File: src/design/red_pkg.sv
// Shared types and constants for the run-list extent decoder.
package red_pkg;

  localparam int unsigned ByteOffsetBitsDef = 16;
  localparam int unsigned ByteOffsetW       = 16;
  localparam int unsigned ClusterW          = 63;
  localparam int unsigned CountW            = 64;
  localparam int unsigned RunCountW         = 16;
  localparam int unsigned MaxFieldBytes     = 8;
  localparam logic [7:0]  EndMarker         = 8'h00;
  localparam logic [RunCountW-1:0] MaxRunsRst = '1;

  typedef enum logic [1:0] {
    KindRun,
    KindEnd,
    KindErr
  } kind_e;

  typedef enum logic [2:0] {
    ErrClusterOvf,
    ErrNegative,
    ErrTooMany,
    ErrTotalOvf,
    ErrBadHeader,
    ErrTruncated
  } err_e;

  // run completion status, priority is resolved by the caller
  typedef struct packed {
    logic                cluster_ovf;
    logic                negative;
    logic                too_many;
    logic                total_ovf;
    logic [ClusterW-1:0] start;
    logic [CountW-1:0]   total;
  } fin_t;

endpackage

File: src/design/red_finish.sv
// Run completion arithmetic: start cluster, cluster total and range checks.
module red_finish
  import red_pkg::*;
(
  input  logic [ClusterW-1:0]  last_cluster_i,
  input  logic [CountW-1:0]    offset_i,
  input  logic [3:0]           offset_width_i,
  input  logic [CountW-1:0]    length_i,
  input  logic [CountW-1:0]    total_i,
  input  logic [RunCountW-1:0] run_count_i,
  input  logic [RunCountW-1:0] max_runs_i,
  output fin_t                 fin_o
);

  logic              sparse;
  logic              sign;
  logic [CountW-1:0] delta;
  logic [CountW:0]   sum;
  logic [CountW:0]   tot;

  always_comb begin
    sparse = (offset_width_i == 4'd0);
    // top bit of the last offset byte; width 8 wraps to lane 7
    sign   = offset_i[{offset_width_i[2:0] - 3'd1, 3'b111}];
    for (int k = 0; k < MaxFieldBytes; k++) begin
      delta[k*8 +: 8] = (4'(k) < offset_width_i) ? offset_i[k*8 +: 8] : {8{sign}};
    end
    sum = {2'b00, last_cluster_i} + {delta[CountW-1], delta};
    tot = {1'b0, total_i} + {1'b0, length_i};

    fin_o.cluster_ovf = !sparse && !delta[CountW-1] && sum[CountW-1];
    fin_o.negative    = !sparse && delta[CountW-1] && sum[CountW];
    fin_o.too_many    = (run_count_i >= max_runs_i);
    fin_o.total_ovf   = tot[CountW];
    fin_o.start       = sparse ? '0 : sum[ClusterW-1:0];
    fin_o.total       = tot[CountW-1:0];
  end

endmodule

File: src/design/runlist_extent_decoder.sv
// Top level of the byte-serial run-list extent decoder.
//
//  channel | direction | handshake                  | word
//  --------+-----------+----------------------------+----------------------------------
//  input   | in        | in_valid_i / in_ready_o    | data_byte, first_byte, last_byte
//  result  | out       | out_valid_o / out_ready_i  | kind, start, length, sparse,
//          |           |                            | total, error_code, byte_offset
//  config  | in        | cfg_we_i (no wait)         | max_runs
//
// One word per cycle: input register, one pass of decode logic, result register.
// The result register loads from the input register when the decode stage advances;
// the longest path is the 64-bit start cluster add in the completion unit.
// Reset clears all decode state and sets max_runs to 65535.
// A stalled result holds the decode stage; the input register still takes one word.
module runlist_extent_decoder
  import red_pkg::*;
#(
  parameter int unsigned BYTE_OFFSET_BITS = ByteOffsetBitsDef
) (
  input  logic                   clk_i,
  input  logic                   rst_ni,
  input  logic                   cfg_we_i,
  input  logic [RunCountW-1:0]   cfg_wdata_i,
  input  logic                   in_valid_i,
  output logic                   in_ready_o,
  input  logic [7:0]             data_byte_i,
  input  logic                   first_byte_i,
  input  logic                   last_byte_i,
  output logic                   out_valid_o,
  input  logic                   out_ready_i,
  output logic [1:0]             kind_o,
  output logic [ClusterW-1:0]    start_cluster_o,
  output logic [CountW-1:0]      length_clusters_o,
  output logic                   sparse_o,
  output logic [CountW-1:0]      total_clusters_o,
  output logic [2:0]             error_code_o,
  output logic [ByteOffsetW-1:0] byte_offset_o
);

  localparam int unsigned PosW = BYTE_OFFSET_BITS;

  typedef enum logic [1:0] {
    PhHeader,
    PhLength,
    PhOffset,
    PhIdle
  } phase_e;

  // input register
  logic       in_vld_q;
  logic [7:0] data_q;
  logic       first_q;
  logic       last_q;
  logic       go;
  logic       accept;

  // decode state
  phase_e               phase_q, phase_d, cur_phase;
  logic [3:0]           lw_q, lw_d, cur_lw;
  logic [3:0]           ow_q, ow_d, cur_ow;
  logic [3:0]           bt_q, bt_d, cur_bt, bt_inc;
  logic [CountW-1:0]    lacc_q, lacc_d, cur_lacc, lacc_new;
  logic [CountW-1:0]    oacc_q, oacc_d, cur_oacc, oacc_new;
  logic [ClusterW-1:0]  lastc_q, lastc_d, cur_lastc;
  logic [CountW-1:0]    total_q, total_d, cur_total;
  logic [RunCountW-1:0] rc_q, rc_d, cur_rc;
  logic [PosW-1:0]      pos_q, pos_d, cur_pos;
  logic [PosW-1:0]      rs_q, rs_d, cur_rs;
  logic [RunCountW-1:0] max_runs_q;

  // result register
  logic                   res_vld_q, res_vld_d;
  logic [1:0]             res_kind_q, res_kind_d;
  logic [ClusterW-1:0]    res_start_q, res_start_d;
  logic [CountW-1:0]      res_len_q, res_len_d;
  logic                   res_sparse_q, res_sparse_d;
  logic [CountW-1:0]      res_total_q, res_total_d;
  logic [2:0]             res_err_q, res_err_d;
  logic [ByteOffsetW-1:0] res_off_q, res_off_d;

  logic [CountW-1:0] fin_len;
  logic              lw_done;
  logic              ow_done;
  fin_t              fin;

  assign go         = in_vld_q && (!res_vld_q || out_ready_i);
  assign in_ready_o = !in_vld_q || go;
  assign accept     = in_valid_i && in_ready_o;

  // first_byte clears decode state ahead of the word itself
  always_comb begin
    cur_phase = first_q ? PhHeader : phase_q;
    cur_lw    = first_q ? '0 : lw_q;
    cur_ow    = first_q ? '0 : ow_q;
    cur_bt    = first_q ? '0 : bt_q;
    cur_lacc  = first_q ? '0 : lacc_q;
    cur_oacc  = first_q ? '0 : oacc_q;
    cur_lastc = first_q ? '0 : lastc_q;
    cur_total = first_q ? '0 : total_q;
    cur_rc    = first_q ? '0 : rc_q;
    cur_pos   = first_q ? '0 : pos_q;
    cur_rs    = first_q ? '0 : rs_q;
  end

  always_comb begin
    bt_inc   = cur_bt + 4'd1;
    lacc_new = cur_lacc;
    oacc_new = cur_oacc;
    lacc_new[{cur_bt[2:0], 3'b000} +: 8] = cur_lacc[{cur_bt[2:0], 3'b000} +: 8] | data_q;
    oacc_new[{cur_bt[2:0], 3'b000} +: 8] = cur_oacc[{cur_bt[2:0], 3'b000} +: 8] | data_q;
    lw_done  = (bt_inc >= cur_lw);
    ow_done  = (bt_inc >= cur_ow);
    fin_len  = (cur_phase == PhLength) ? lacc_new : cur_lacc;
  end

  red_finish u_finish (
    .last_cluster_i (cur_lastc),
    .offset_i       (oacc_new),
    .offset_width_i (cur_ow),
    .length_i       (fin_len),
    .total_i        (cur_total),
    .run_count_i    (cur_rc),
    .max_runs_i     (max_runs_q),
    .fin_o          (fin)
  );

  always_comb begin
    logic finish;
    logic emit;
    logic trunc;

    phase_d = cur_phase;
    lw_d    = cur_lw;
    ow_d    = cur_ow;
    bt_d    = cur_bt;
    lacc_d  = cur_lacc;
    oacc_d  = cur_oacc;
    lastc_d = cur_lastc;
    total_d = cur_total;
    rc_d    = cur_rc;
    pos_d   = cur_pos;
    rs_d    = cur_rs;
    finish  = 1'b0;
    emit    = 1'b0;
    trunc   = 1'b0;

    res_kind_d   = KindRun;
    res_start_d  = '0;
    res_len_d    = '0;
    res_sparse_d = 1'b0;
    res_total_d  = '0;
    res_err_d    = ErrClusterOvf;
    res_off_d    = ByteOffsetW'(cur_rs);

    if (cur_phase != PhIdle) begin
      pos_d = cur_pos + PosW'(1);
      case (cur_phase)
        PhHeader: begin
          if (data_q == EndMarker) begin
            emit        = 1'b1;
            res_kind_d  = KindEnd;
            res_total_d = cur_total;
            res_off_d   = ByteOffsetW'(cur_pos);
            phase_d     = PhIdle;
          end else begin
            lw_d = data_q[3:0];
            ow_d = data_q[7:4];
            if (data_q[3:0] == 4'd0 || data_q[3:0] > 4'd8 || data_q[7:4] > 4'd8) begin
              emit       = 1'b1;
              res_kind_d = KindErr;
              res_err_d  = ErrBadHeader;
              res_off_d  = ByteOffsetW'(cur_pos);
              phase_d    = PhIdle;
            end else begin
              rs_d    = cur_pos;
              bt_d    = '0;
              lacc_d  = '0;
              oacc_d  = '0;
              phase_d = PhLength;
              trunc   = last_q;
              res_off_d = ByteOffsetW'(cur_pos);
            end
          end
        end
        PhLength: begin
          lacc_d = lacc_new;
          bt_d   = bt_inc;
          if (lw_done && cur_ow == 4'd0) begin
            finish = 1'b1;
          end else begin
            if (lw_done) begin
              bt_d    = '0;
              phase_d = PhOffset;
            end
            trunc = last_q;
          end
        end
        PhOffset: begin
          oacc_d = oacc_new;
          bt_d   = bt_inc;
          if (ow_done) begin
            finish = 1'b1;
          end else begin
            trunc = last_q;
          end
        end
        default: begin
          phase_d = PhIdle;
        end
      endcase

      if (trunc) begin
        emit       = 1'b1;
        res_kind_d = KindErr;
        res_err_d  = ErrTruncated;
        phase_d    = PhIdle;
      end

      if (finish) begin
        emit       = 1'b1;
        res_kind_d = KindErr;
        res_off_d  = ByteOffsetW'(cur_rs);
        phase_d    = PhIdle;
        if (fin.cluster_ovf) begin
          res_err_d = ErrClusterOvf;
        end else if (fin.negative) begin
          res_err_d = ErrNegative;
        end else if (fin.too_many) begin
          res_err_d = ErrTooMany;
        end else if (fin.total_ovf) begin
          res_err_d = ErrTotalOvf;
        end else begin
          total_d = fin.total;
          rc_d    = cur_rc + RunCountW'(1);
          if (cur_ow != 4'd0) begin
            lastc_d = fin.start;
          end
          if (last_q) begin
            // complete run but no room left for the end marker
            res_err_d = ErrTruncated;
            res_off_d = ByteOffsetW'(pos_d);
          end else begin
            phase_d      = PhHeader;
            res_kind_d   = KindRun;
            res_start_d  = fin.start;
            res_len_d    = fin_len;
            res_sparse_d = (cur_ow == 4'd0);
            res_total_d  = fin.total;
          end
        end
      end
    end

    res_vld_d = emit;
  end

  always_ff @(posedge clk_i) begin
    if (accept) begin
      data_q  <= data_byte_i;
      first_q <= first_byte_i;
      last_q  <= last_byte_i;
    end
  end

  always_ff @(posedge clk_i or negedge rst_ni) begin
    if (!rst_ni) begin
      in_vld_q     <= 1'b0;
      max_runs_q   <= MaxRunsRst;
      phase_q      <= PhHeader;
      lw_q         <= '0;
      ow_q         <= '0;
      bt_q         <= '0;
      lacc_q       <= '0;
      oacc_q       <= '0;
      lastc_q      <= '0;
      total_q      <= '0;
      rc_q         <= '0;
      pos_q        <= '0;
      rs_q         <= '0;
      res_vld_q    <= 1'b0;
      res_kind_q   <= '0;
      res_start_q  <= '0;
      res_len_q    <= '0;
      res_sparse_q <= 1'b0;
      res_total_q  <= '0;
      res_err_q    <= '0;
      res_off_q    <= '0;
    end else begin
      if (cfg_we_i) begin
        max_runs_q <= cfg_wdata_i;
      end
      if (accept) begin
        in_vld_q <= 1'b1;
      end else if (go) begin
        in_vld_q <= 1'b0;
      end
      if (go) begin
        phase_q      <= phase_d;
        lw_q         <= lw_d;
        ow_q         <= ow_d;
        bt_q         <= bt_d;
        lacc_q       <= lacc_d;
        oacc_q       <= oacc_d;
        lastc_q      <= lastc_d;
        total_q      <= total_d;
        rc_q         <= rc_d;
        pos_q        <= pos_d;
        rs_q         <= rs_d;
        res_vld_q    <= res_vld_d;
        res_kind_q   <= res_kind_d;
        res_start_q  <= res_start_d;
        res_len_q    <= res_len_d;
        res_sparse_q <= res_sparse_d;
        res_total_q  <= res_total_d;
        res_err_q    <= res_err_d;
        res_off_q    <= res_off_d;
      end else if (out_ready_i) begin
        res_vld_q <= 1'b0;
      end
    end
  end

  assign out_valid_o       = res_vld_q;
  assign kind_o            = res_kind_q;
  assign start_cluster_o   = res_start_q;
  assign length_clusters_o = res_len_q;
  assign sparse_o          = res_sparse_q;
  assign total_clusters_o  = res_total_q;
  assign error_code_o      = res_err_q;
  assign byte_offset_o     = res_off_q;

endmodule

File: config.mk
export PLATFORM = sky130hd
export DESIGN_NAME = runlist_extent_decoder
export DESIGN_NICKNAME = d
export VERILOG_FILES = /design/src/design/red_pkg.sv /design/src/design/red_finish.sv /design/src/design/runlist_extent_decoder.sv
export SDC_FILE = /design/constraint.sdc
export NUM_CORES = 2
export LEC_CHECK = 0
export ABC_CLOCK_PERIOD_IN_PS = 7900
export BUFFER_PORTS_ARGS = -buffer_cell sky130_fd_sc_hd__clkbuf_2
export CORE_UTILIZATION = 37
export CTS_BUF_LIST = sky130_fd_sc_hd__clkbuf_2
export DETAILED_ROUTE_END_ITERATION = 16
export PLACE_DENSITY = 0.59
export SYNTH_ARGS = -nofsm -noshare
export SYNTH_HDL_FRONTEND = slang
export SYNTH_SLANG_ARGS = --single-unit
File: constraint.sdc
create_clock -name clk_i -period 7.9 [get_ports clk_i]
set_input_delay 0.79 -clock clk_i [delete_from_list [all_inputs] [get_ports clk_i]]
set_output_delay 0.79 -clock clk_i [all_outputs]
set_load 0.02 [all_outputs]
### Word-level counts from Yosys, hierarchy flattened

Index checks and enable logic that the tools add are counted.

* latch bits: 0
* register bits after elaboration: 558
* output and inout port bits: 215
* memories: 0
* memory bits (writable): 0
* memory bits (read-only): 0

* magnitude comparators: 14
* mux-type cells: 162
* divide/modulo/power cells: 0
* shift-type cells: 5
* $add $sub $neg: 7
* bitwise gates (word level): 2
* equal/unequal tests: 3
* reduce and logical (&&, ||, !) cells: 22
* multiply operators: 0

Operators with widths (number)
* 64-bit two-way mux: 32
* 63-bit two-way mux: 16
* 16-bit two-way mux: 22
* 64-bit one-hot mux with 2 select lines: 2
* 64-bit by 64-bit adder with 65-bit output: 2
* 64-bit bitwise mux: 2
* 64-bit by 7-bit variable part select with 8-bit output: 2
* 8-bit by 8-bit variable part select with 64-bit output: 2
* 8-bit two-way mux: 8
* 8-bit by 8-bit variable shift with 64-bit output, first input constant: 1
* 4-bit two-way mux: 14
* 2-bit two-way mux: 24
* 3-bit two-way mux: 11
* 16-bit by 1-bit adder with 16-bit output, second input constant: 2
* 1-bit two-way mux: 26
* 16-bit greater-or-equal comparator: 1
* 3-bit by 4-bit less-than comparator with 1-bit output, first input constant: 4
* 8-bit bitwise OR: 2
* 4-bit one-hot mux with 3 select lines: 1
* 4-bit greater-or-equal comparator: 2
* 4-bit greater-than comparator, second input constant: 2
* 4-bit zero test: 2
* 8-bit zero test: 1
* 1-bit by 4-bit less-than comparator with 1-bit output, first input constant: 2
* 18 further kinds: 32

### Depth between registers and ports, before layout

* depth after elaboration: 17
* depth in mapped cells: 35
* gate-level depth less buffers: 23

### Modules after synthesis

Synthesis repeated with hierarchy kept, for this count alone.

* cells, all modules: 4183
* area, all modules: 36585.1 um^2

By module, submodules not included
* runlist_extent_decoder: instances 1, cells an instance 2862, area each 27888.0 um^2, sequential area each 14033.5 um^2
* red_finish: instances 1, cells an instance 1321, area each 8697.1 um^2, sequential area each 0.0 um^2

### Worst setup path after synthesis

Ideal clock, no wire load.

* kind: reg-to-reg
* start point: reg first_q
* end point: reg res_total_q[22], in the netlist total_clusters_o[22]
* arrival: 8.093 ns
* path slack: -0.319 ns
* stages on the path, launching flop included: 33
* clock period less this slack: 8.219 ns
* setup time: 0.126 ns
* path buffers: 11
* cells stage by stage: edfxtp_1 -> clkbuf_1 -> clkbuf_1 -> inv_1 -> clkbuf_1 -> clkbuf_1 -> clkbuf_1 -> clkbuf_1 -> buf_1 -> o21ai_0 -> ha_1 -> or4b_1 -> clkbuf_1 -> a2bb2oi_1 -> a2111oi_0 -> nand4_1 -> and4_1 -> clkbuf_1 -> and3_1 -> clkbuf_1 -> a21oi_1 -> ha_1 -> a211oi_1 -> o31ai_1 -> o31a_1 -> o21a_1 -> a211oi_1 -> a311oi_1 -> a2111oi_4 -> nand3_2 -> and3_1 -> clkbuf_1 -> a221o_1

* word-level cells in the longest chain between the ends: 14

Ends and longest elaborated chain
* start, declared: line runlist_extent_decoder.sv:52 `logic first_q;`
* start signal, assigned: line runlist_extent_decoder.sv:260 `first_q <= first_byte_i;`
* 64-bit two-way mux (tied with other cells): line runlist_extent_decoder.sv:97 `cur_oacc = first_q ? '0 : oacc_q;`
* 64-bit by 7-bit variable part select with 8-bit output, on equally long branches: line runlist_extent_decoder.sv:110, runlist_extent_decoder.sv:109
* 8-bit bitwise OR, on equally long branches: line runlist_extent_decoder.sv:110, runlist_extent_decoder.sv:109
* 8-bit by 8-bit variable part select with 64-bit output, on equally long branches: line runlist_extent_decoder.sv:110, runlist_extent_decoder.sv:109
* 64-bit bitwise mux, on equally long branches: line runlist_extent_decoder.sv:110, runlist_extent_decoder.sv:109
* 1-bit binary-select mux with 3-bit select / 64-bit two-way mux (equally long branches): line red_finish.sv:24, runlist_extent_decoder.sv:113
* 1-bit two-way mux (not written as such) / 64-bit by 64-bit adder with 65-bit output (equally long branches): line red_finish.sv:24, red_finish.sv:29
* 8-bit two-way mux / 64-bit two-way mux (equally long branches): line red_finish.sv:26, runlist_extent_decoder.sv:238
* 64-bit by 64-bit adder with 65-bit output (tied with other cells): line red_finish.sv:28 `sum = {2'b00, last_cluster_i} + {delta[CountW-1], delta};`
* 1-bit logical AND (tied with other cells): line red_finish.sv:32 `fin_o.negative = !sparse && delta[CountW-1] && sum[CountW];`
* 64-bit two-way mux / 1-bit logical AND (equally long branches): line runlist_extent_decoder.sv:226, red_finish.sv:31
* 64-bit two-way mux: line runlist_extent_decoder.sv:224 `if (fin.cluster_ovf) begin`
* 64-bit two-way mux: line runlist_extent_decoder.sv:219 `if (finish) begin`
* 64-bit two-way mux (*): line runlist_extent_decoder.sv:155 `if (cur_phase != PhIdle) begin`
* end signal, assigned: line runlist_extent_decoder.sv:314 `res_total_q <= res_total_d;`
* end, declared: line runlist_extent_decoder.sv:77 `logic [CountW-1:0] res_total_q, res_total_d;`

Every way passes the cells marked *; elsewhere a longest branch is shown, timed or not. The select of a mux whose other input is x is not followed.
A chain may end at the register's enable or synchronous reset.

### Final worst setup path

* start point: reg first_q
* end point: reg rc_q[6]

* word-level cells in the longest chain between the ends: 14

Ends and longest elaborated chain
* 64-bit two-way mux / 4-bit two-way mux (equally long branches): line runlist_extent_decoder.sv:97, runlist_extent_decoder.sv:95
* 64-bit by 7-bit variable part select with 8-bit output: line runlist_extent_decoder.sv:110 `oacc_new[{cur_bt[2:0], 3'b000} +: 8] = cur_oacc[{cur_bt[2:0], 3'b000} +: 8] | data_q;`
* 8-bit bitwise OR: line runlist_extent_decoder.sv:110
* 8-bit by 8-bit variable part select with 64-bit output: line runlist_extent_decoder.sv:110
* 64-bit bitwise mux: line runlist_extent_decoder.sv:110
* 1-bit binary-select mux with 3-bit select: line red_finish.sv:24 `sign = offset_i[{offset_width_i[2:0] - 3'd1, 3'b111}];`
* 1-bit two-way mux (not written as such): line red_finish.sv:24
* 8-bit two-way mux: line red_finish.sv:26 `delta[k*8 +: 8] = (4'(k) < offset_width_i) ? offset_i[k*8 +: 8] : {8{sign}};`
* 64-bit by 64-bit adder with 65-bit output (tied with other cells): line red_finish.sv:28
* 1-bit logical AND, on equally long branches: line red_finish.sv:32, red_finish.sv:31
* 16-bit two-way mux / 1-bit logical AND (equally long branches): line runlist_extent_decoder.sv:226, red_finish.sv:31
* 16-bit two-way mux: line runlist_extent_decoder.sv:224
* 16-bit two-way mux: line runlist_extent_decoder.sv:219
* 16-bit two-way mux (*): line runlist_extent_decoder.sv:155
* end signal, assigned: line runlist_extent_decoder.sv:306 `rc_q <= rc_d;`
* end, declared: line runlist_extent_decoder.sv:66 `logic [RunCountW-1:0] rc_q, rc_d, cur_rc;`

Marked as above.

==> impl_metrics.env <==
export IMPL_status="completed"
export IMPL_synthArstFlopShare=0.9821
export IMPL_nets=4700
export IMPL_ant_nets=0
export IMPL_drv_cap=0
export IMPL_critPathMaxStageDelay_ns=0.53
export IMPL_fin_crit_sh=0.9456
export IMPL_holdPathEnd="first_q$_DFFE_PP_"
export IMPL_rsz0062_at_grt="no"
export IMPL_ff_latch_area_sq_mm=0.01403
export IMPL_synthMuxAreaShare=0.02712
export IMPL_synth_top_family_by_area="compound AO/OA/AOI/OAI gates"
export IMPL_synth_cell_types=88
export IMPL_relSlewSlack=0.2372
export IMPL_crit_type="reg2reg"
export IMPL_endpoint_kind="flip-flop"
export IMPL_routed_via_count=34750
export IMPL_critPathLaunchType="flip-flop"
export IMPL_cts_buffers=162
export IMPL_yosys_warnings=0
export IMPL_row_count=113
export IMPL_grt_max_degree=138
export IMPL_htreeDepth=4
export IMPL_final_max_slew_viol_count=0
export IMPL_worstMarginPinSlew_ns=1.142
export IMPL_timing_rr_end="rc_q[6]$_DFFE_PN0P_"
export IMPL_die_w_microns=311.8
export IMPL_start_util=0.3739
export IMPL_ys_ff_latch=558
export IMPL_fin_crit_ns=7.470
export IMPL_synth_compound_area_frac=0.2457
export IMPL_hold_class="in2reg"
export IMPL_gp_congestion=0.9952
export IMPL_mostFrequentLayoutCells="nand2_1 (626), dfrtp_1 (531), clkbuf_2 (478), o21ai_0 (442), a21oi_1 (302)"
export IMPL_r2r_slack_ns=0.43
export IMPL_final_setup_skew_ns=0.1314
export IMPL_vias_per_cell=5.891
export IMPL_synthSimpleGateAreaFrac=0.2015
export IMPL_powerDensity_mw_per_mm2=234.2
export IMPL_synthAdderAreaFrac=0.05713
export IMPL_fmax_mhz=133.9
export IMPL_ir_worst_vdd_v=0.0001287
export IMPL_layout_commonest_cell="nand2_1"
export IMPL_synth_cells=4143
export IMPL_multi_input_area_sq_mm=0.02028
export IMPL_tns_ns=0
export IMPL_detailedPlace_worstSlack_ns=0.4588
export IMPL_clk_latency_ns=1.46
export IMPL_total_leakage_power_nw=19.09
export IMPL_cts_root_buffer="clkbuf_2"
export IMPL_synth_seq_area_share=0.3951
export IMPL_drt_wirelength_per_cell_microns=23.50
export IMPL_worst_r2r_cell_count=25
export IMPL_dieHeight_microns=311.8
export IMPL_cp_max_fo=51
export IMPL_portBuffers=245
export IMPL_drive_gt1_frac=0.1632
export IMPL_die_area_sq_mm=0.09724
export IMPL_cts_buffer_depth=3
export IMPL_path_clk_slew_ns=0.11
export IMPL_synth_cell_area_sq_mm=0.03552
export IMPL_syn_avg_cell_area_sq_um=8.574
export IMPL_setup_viol=0
export IMPL_synth_edf_count=10
export IMPL_required_ns=9.15
export IMPL_routed_wl_mm=138.6
export IMPL_track_usage=0.2798
export IMPL_grt_pass1_vias=33360
export IMPL_worst_slack_ns=0.4295
export IMPL_grt_pass1_wl_mm=209.2
export IMPL_grt_overflow=0
export IMPL_hold_viol=0
export IMPL_drtIter0Drc=3663
export IMPL_min_path_cells=2
export IMPL_antenna_found_initial=5
export IMPL_cts_tree="built"
export IMPL_hold_start="first_byte_i"
export IMPL_synth_fp_nets=4335
export IMPL_core_area_sq_mm=0.09501
export IMPL_ys_flop_type="dfrtp_1"
export IMPL_io_pins=246
export IMPL_reg2reg_from="first_q$_DFFE_PP_"
export IMPL_clkSinkCount=558
export IMPL_nFillCells=9701
export IMPL_drc=0
export IMPL_cp_arrival_ns=8.72
export IMPL_slowest_stage="edfxtp_1"
export IMPL_dpl_hpwl_mm=99.47
export IMPL_area_growth_pct=15.11
export IMPL_synth_xor_area_share=0.03674
export IMPL_drtPass1Iterations=8
==> flip-flops by register name, summed over array words and instances (netlist names), 4 cells and up <==
name,count
pos_q,16
total_clusters_o,64
lacc_q,64
oacc_q,64
bt_q,4
length_clusters_o,64
ow_q,4
lastc_q,63
rc_q,16
data_q,8
rs_q,16
start_cluster_o,63
max_runs_q,16
lw_q,4
total_q,64
byte_offset_o,16
==> timing repair <==
action / 4_1_cts / 5_1_grt
setup buffers: 0 / 1
setup endpoints to repair: 0 / 80
hold endpoints to repair: 344 / 0
hold buffers: 76 / 0
resized for setup: 0 / 5
==> layer usage <==
layer | global-route usage | share of wire | routed length, microns
met1 | 0.3933 | 0.44 | 61570
met2 | 0.3953 | 0.42 | 58270
met3 | 0.08732 | 0.10 | 13840
met4 | 0.1126 | 0.036 | 4924
met5 | 0 | 0.00018 | 25
==> worst max-delay path: cells and delay by family (launching register included) <==
kind,cells,cell delay (ns)
compound gates,11,3.23
simple gates,7,1.83
buf+inv,4,0.81
fa+ha+maj,2,0.63
flops,1,0.53
xor+xnor,1,0.17
==> power by group <==
group | internal (mW) | switching, mW
sequential | 3.05 | 0.190
clock | 0.895 | 1.37
combinational | 1.18 | 2.89
==> cell type report <==
cell class,count,share of cell area
Clock buffer,234,0.02864
Sequential cell,558,0.3432
Inverter,67,0.006212
Antenna cell,2,0.0001224
Multi-Input combinational cell,3248,0.4961
Tap cell,1265,0.03871
Clock inverter,54,0.007436
Timing Repair Buffer,471,0.07956
==> per-stage QoR <==
| stage | cells | instance area [sq um] | power, mW | util | hold slack (ns) |
|---|---|---|---|---|---|
| final | 5899 | 40890 | 9.578 | 0.4304 | 0.2353 |
| after CTS | 5896 | 40860 | 9.555 | 0.4300 | 0.04700 |
| after detailed placement | 5532 | 38600 | 7.206 | 0.4063 | 0.4616 |
| after global placement | 5532 | 38600 | 7.217 | 0.4063 | 0.4539 |
| after global routing | 5898 | 40890 | 10.10 | 0.4303 | 0.1299 |
| after floorplan | 4143 | 35530 | 5.718 | - | 0.4380 |
==> worst max path at each step <==
stage | startpoint | end | depth (start not counted)
floorplan | first_q$_DFFE_PP_ | total_clusters_o[22]$_DFFE_PN0P_ | 32
global placement | first_q$_DFFE_PP_ | rc_q[6]$_DFFE_PN0P_ | 26
detailed placement | first_q$_DFFE_PP_ | rc_q[6]$_DFFE_PN0P_ | 26
CTS | first_q$_DFFE_PP_ | rc_q[6]$_DFFE_PN0P_ | 26
global route | first_q$_DFFE_PP_ | rc_q[6]$_DFFE_PN0P_ | 24
finish | first_q$_DFFE_PP_ | rc_q[6]$_DFFE_PN0P_ | 25
==> logic make-up (layout without fill, tap and decap cells) <==
family / after synthesis / in the layout
muxes: 56 / 56
buffers and inverters: 337 / 826
xor gates and xnor gates: 149 / 149
and+or+nand+nor: 1508 / 1508
adders and majority gates: 161 / 161
other: 0 / 2
AOI/OAI and AO/OA: 1374 / 1374
DFF: 558 / 558
==> cell usage after synthesis (66+ instances only) <==
cell type / n / area share
nand2_1: 630 / 0.067
dfrtp_1: 532 / 0.37
o21ai_0: 442 / 0.062
a21oi_1: 302 / 0.043
nand3_1: 274 / 0.039
clkbuf_1: 216 / 0.023
nor2_1: 173 / 0.018
nor2b_1: 162 / 0.029
ha_1: 159 / 0.056
a22o_1: 154 / 0.038
xnor2_1: 83 / 0.020
a21o_1: 69 / 0.015
a31oi_1: 67 / 0.012
and3_1: 66 / 0.012
xor2_1: 66 / 0.016
No activity file was read; power rests on OpenSTA's default activity.
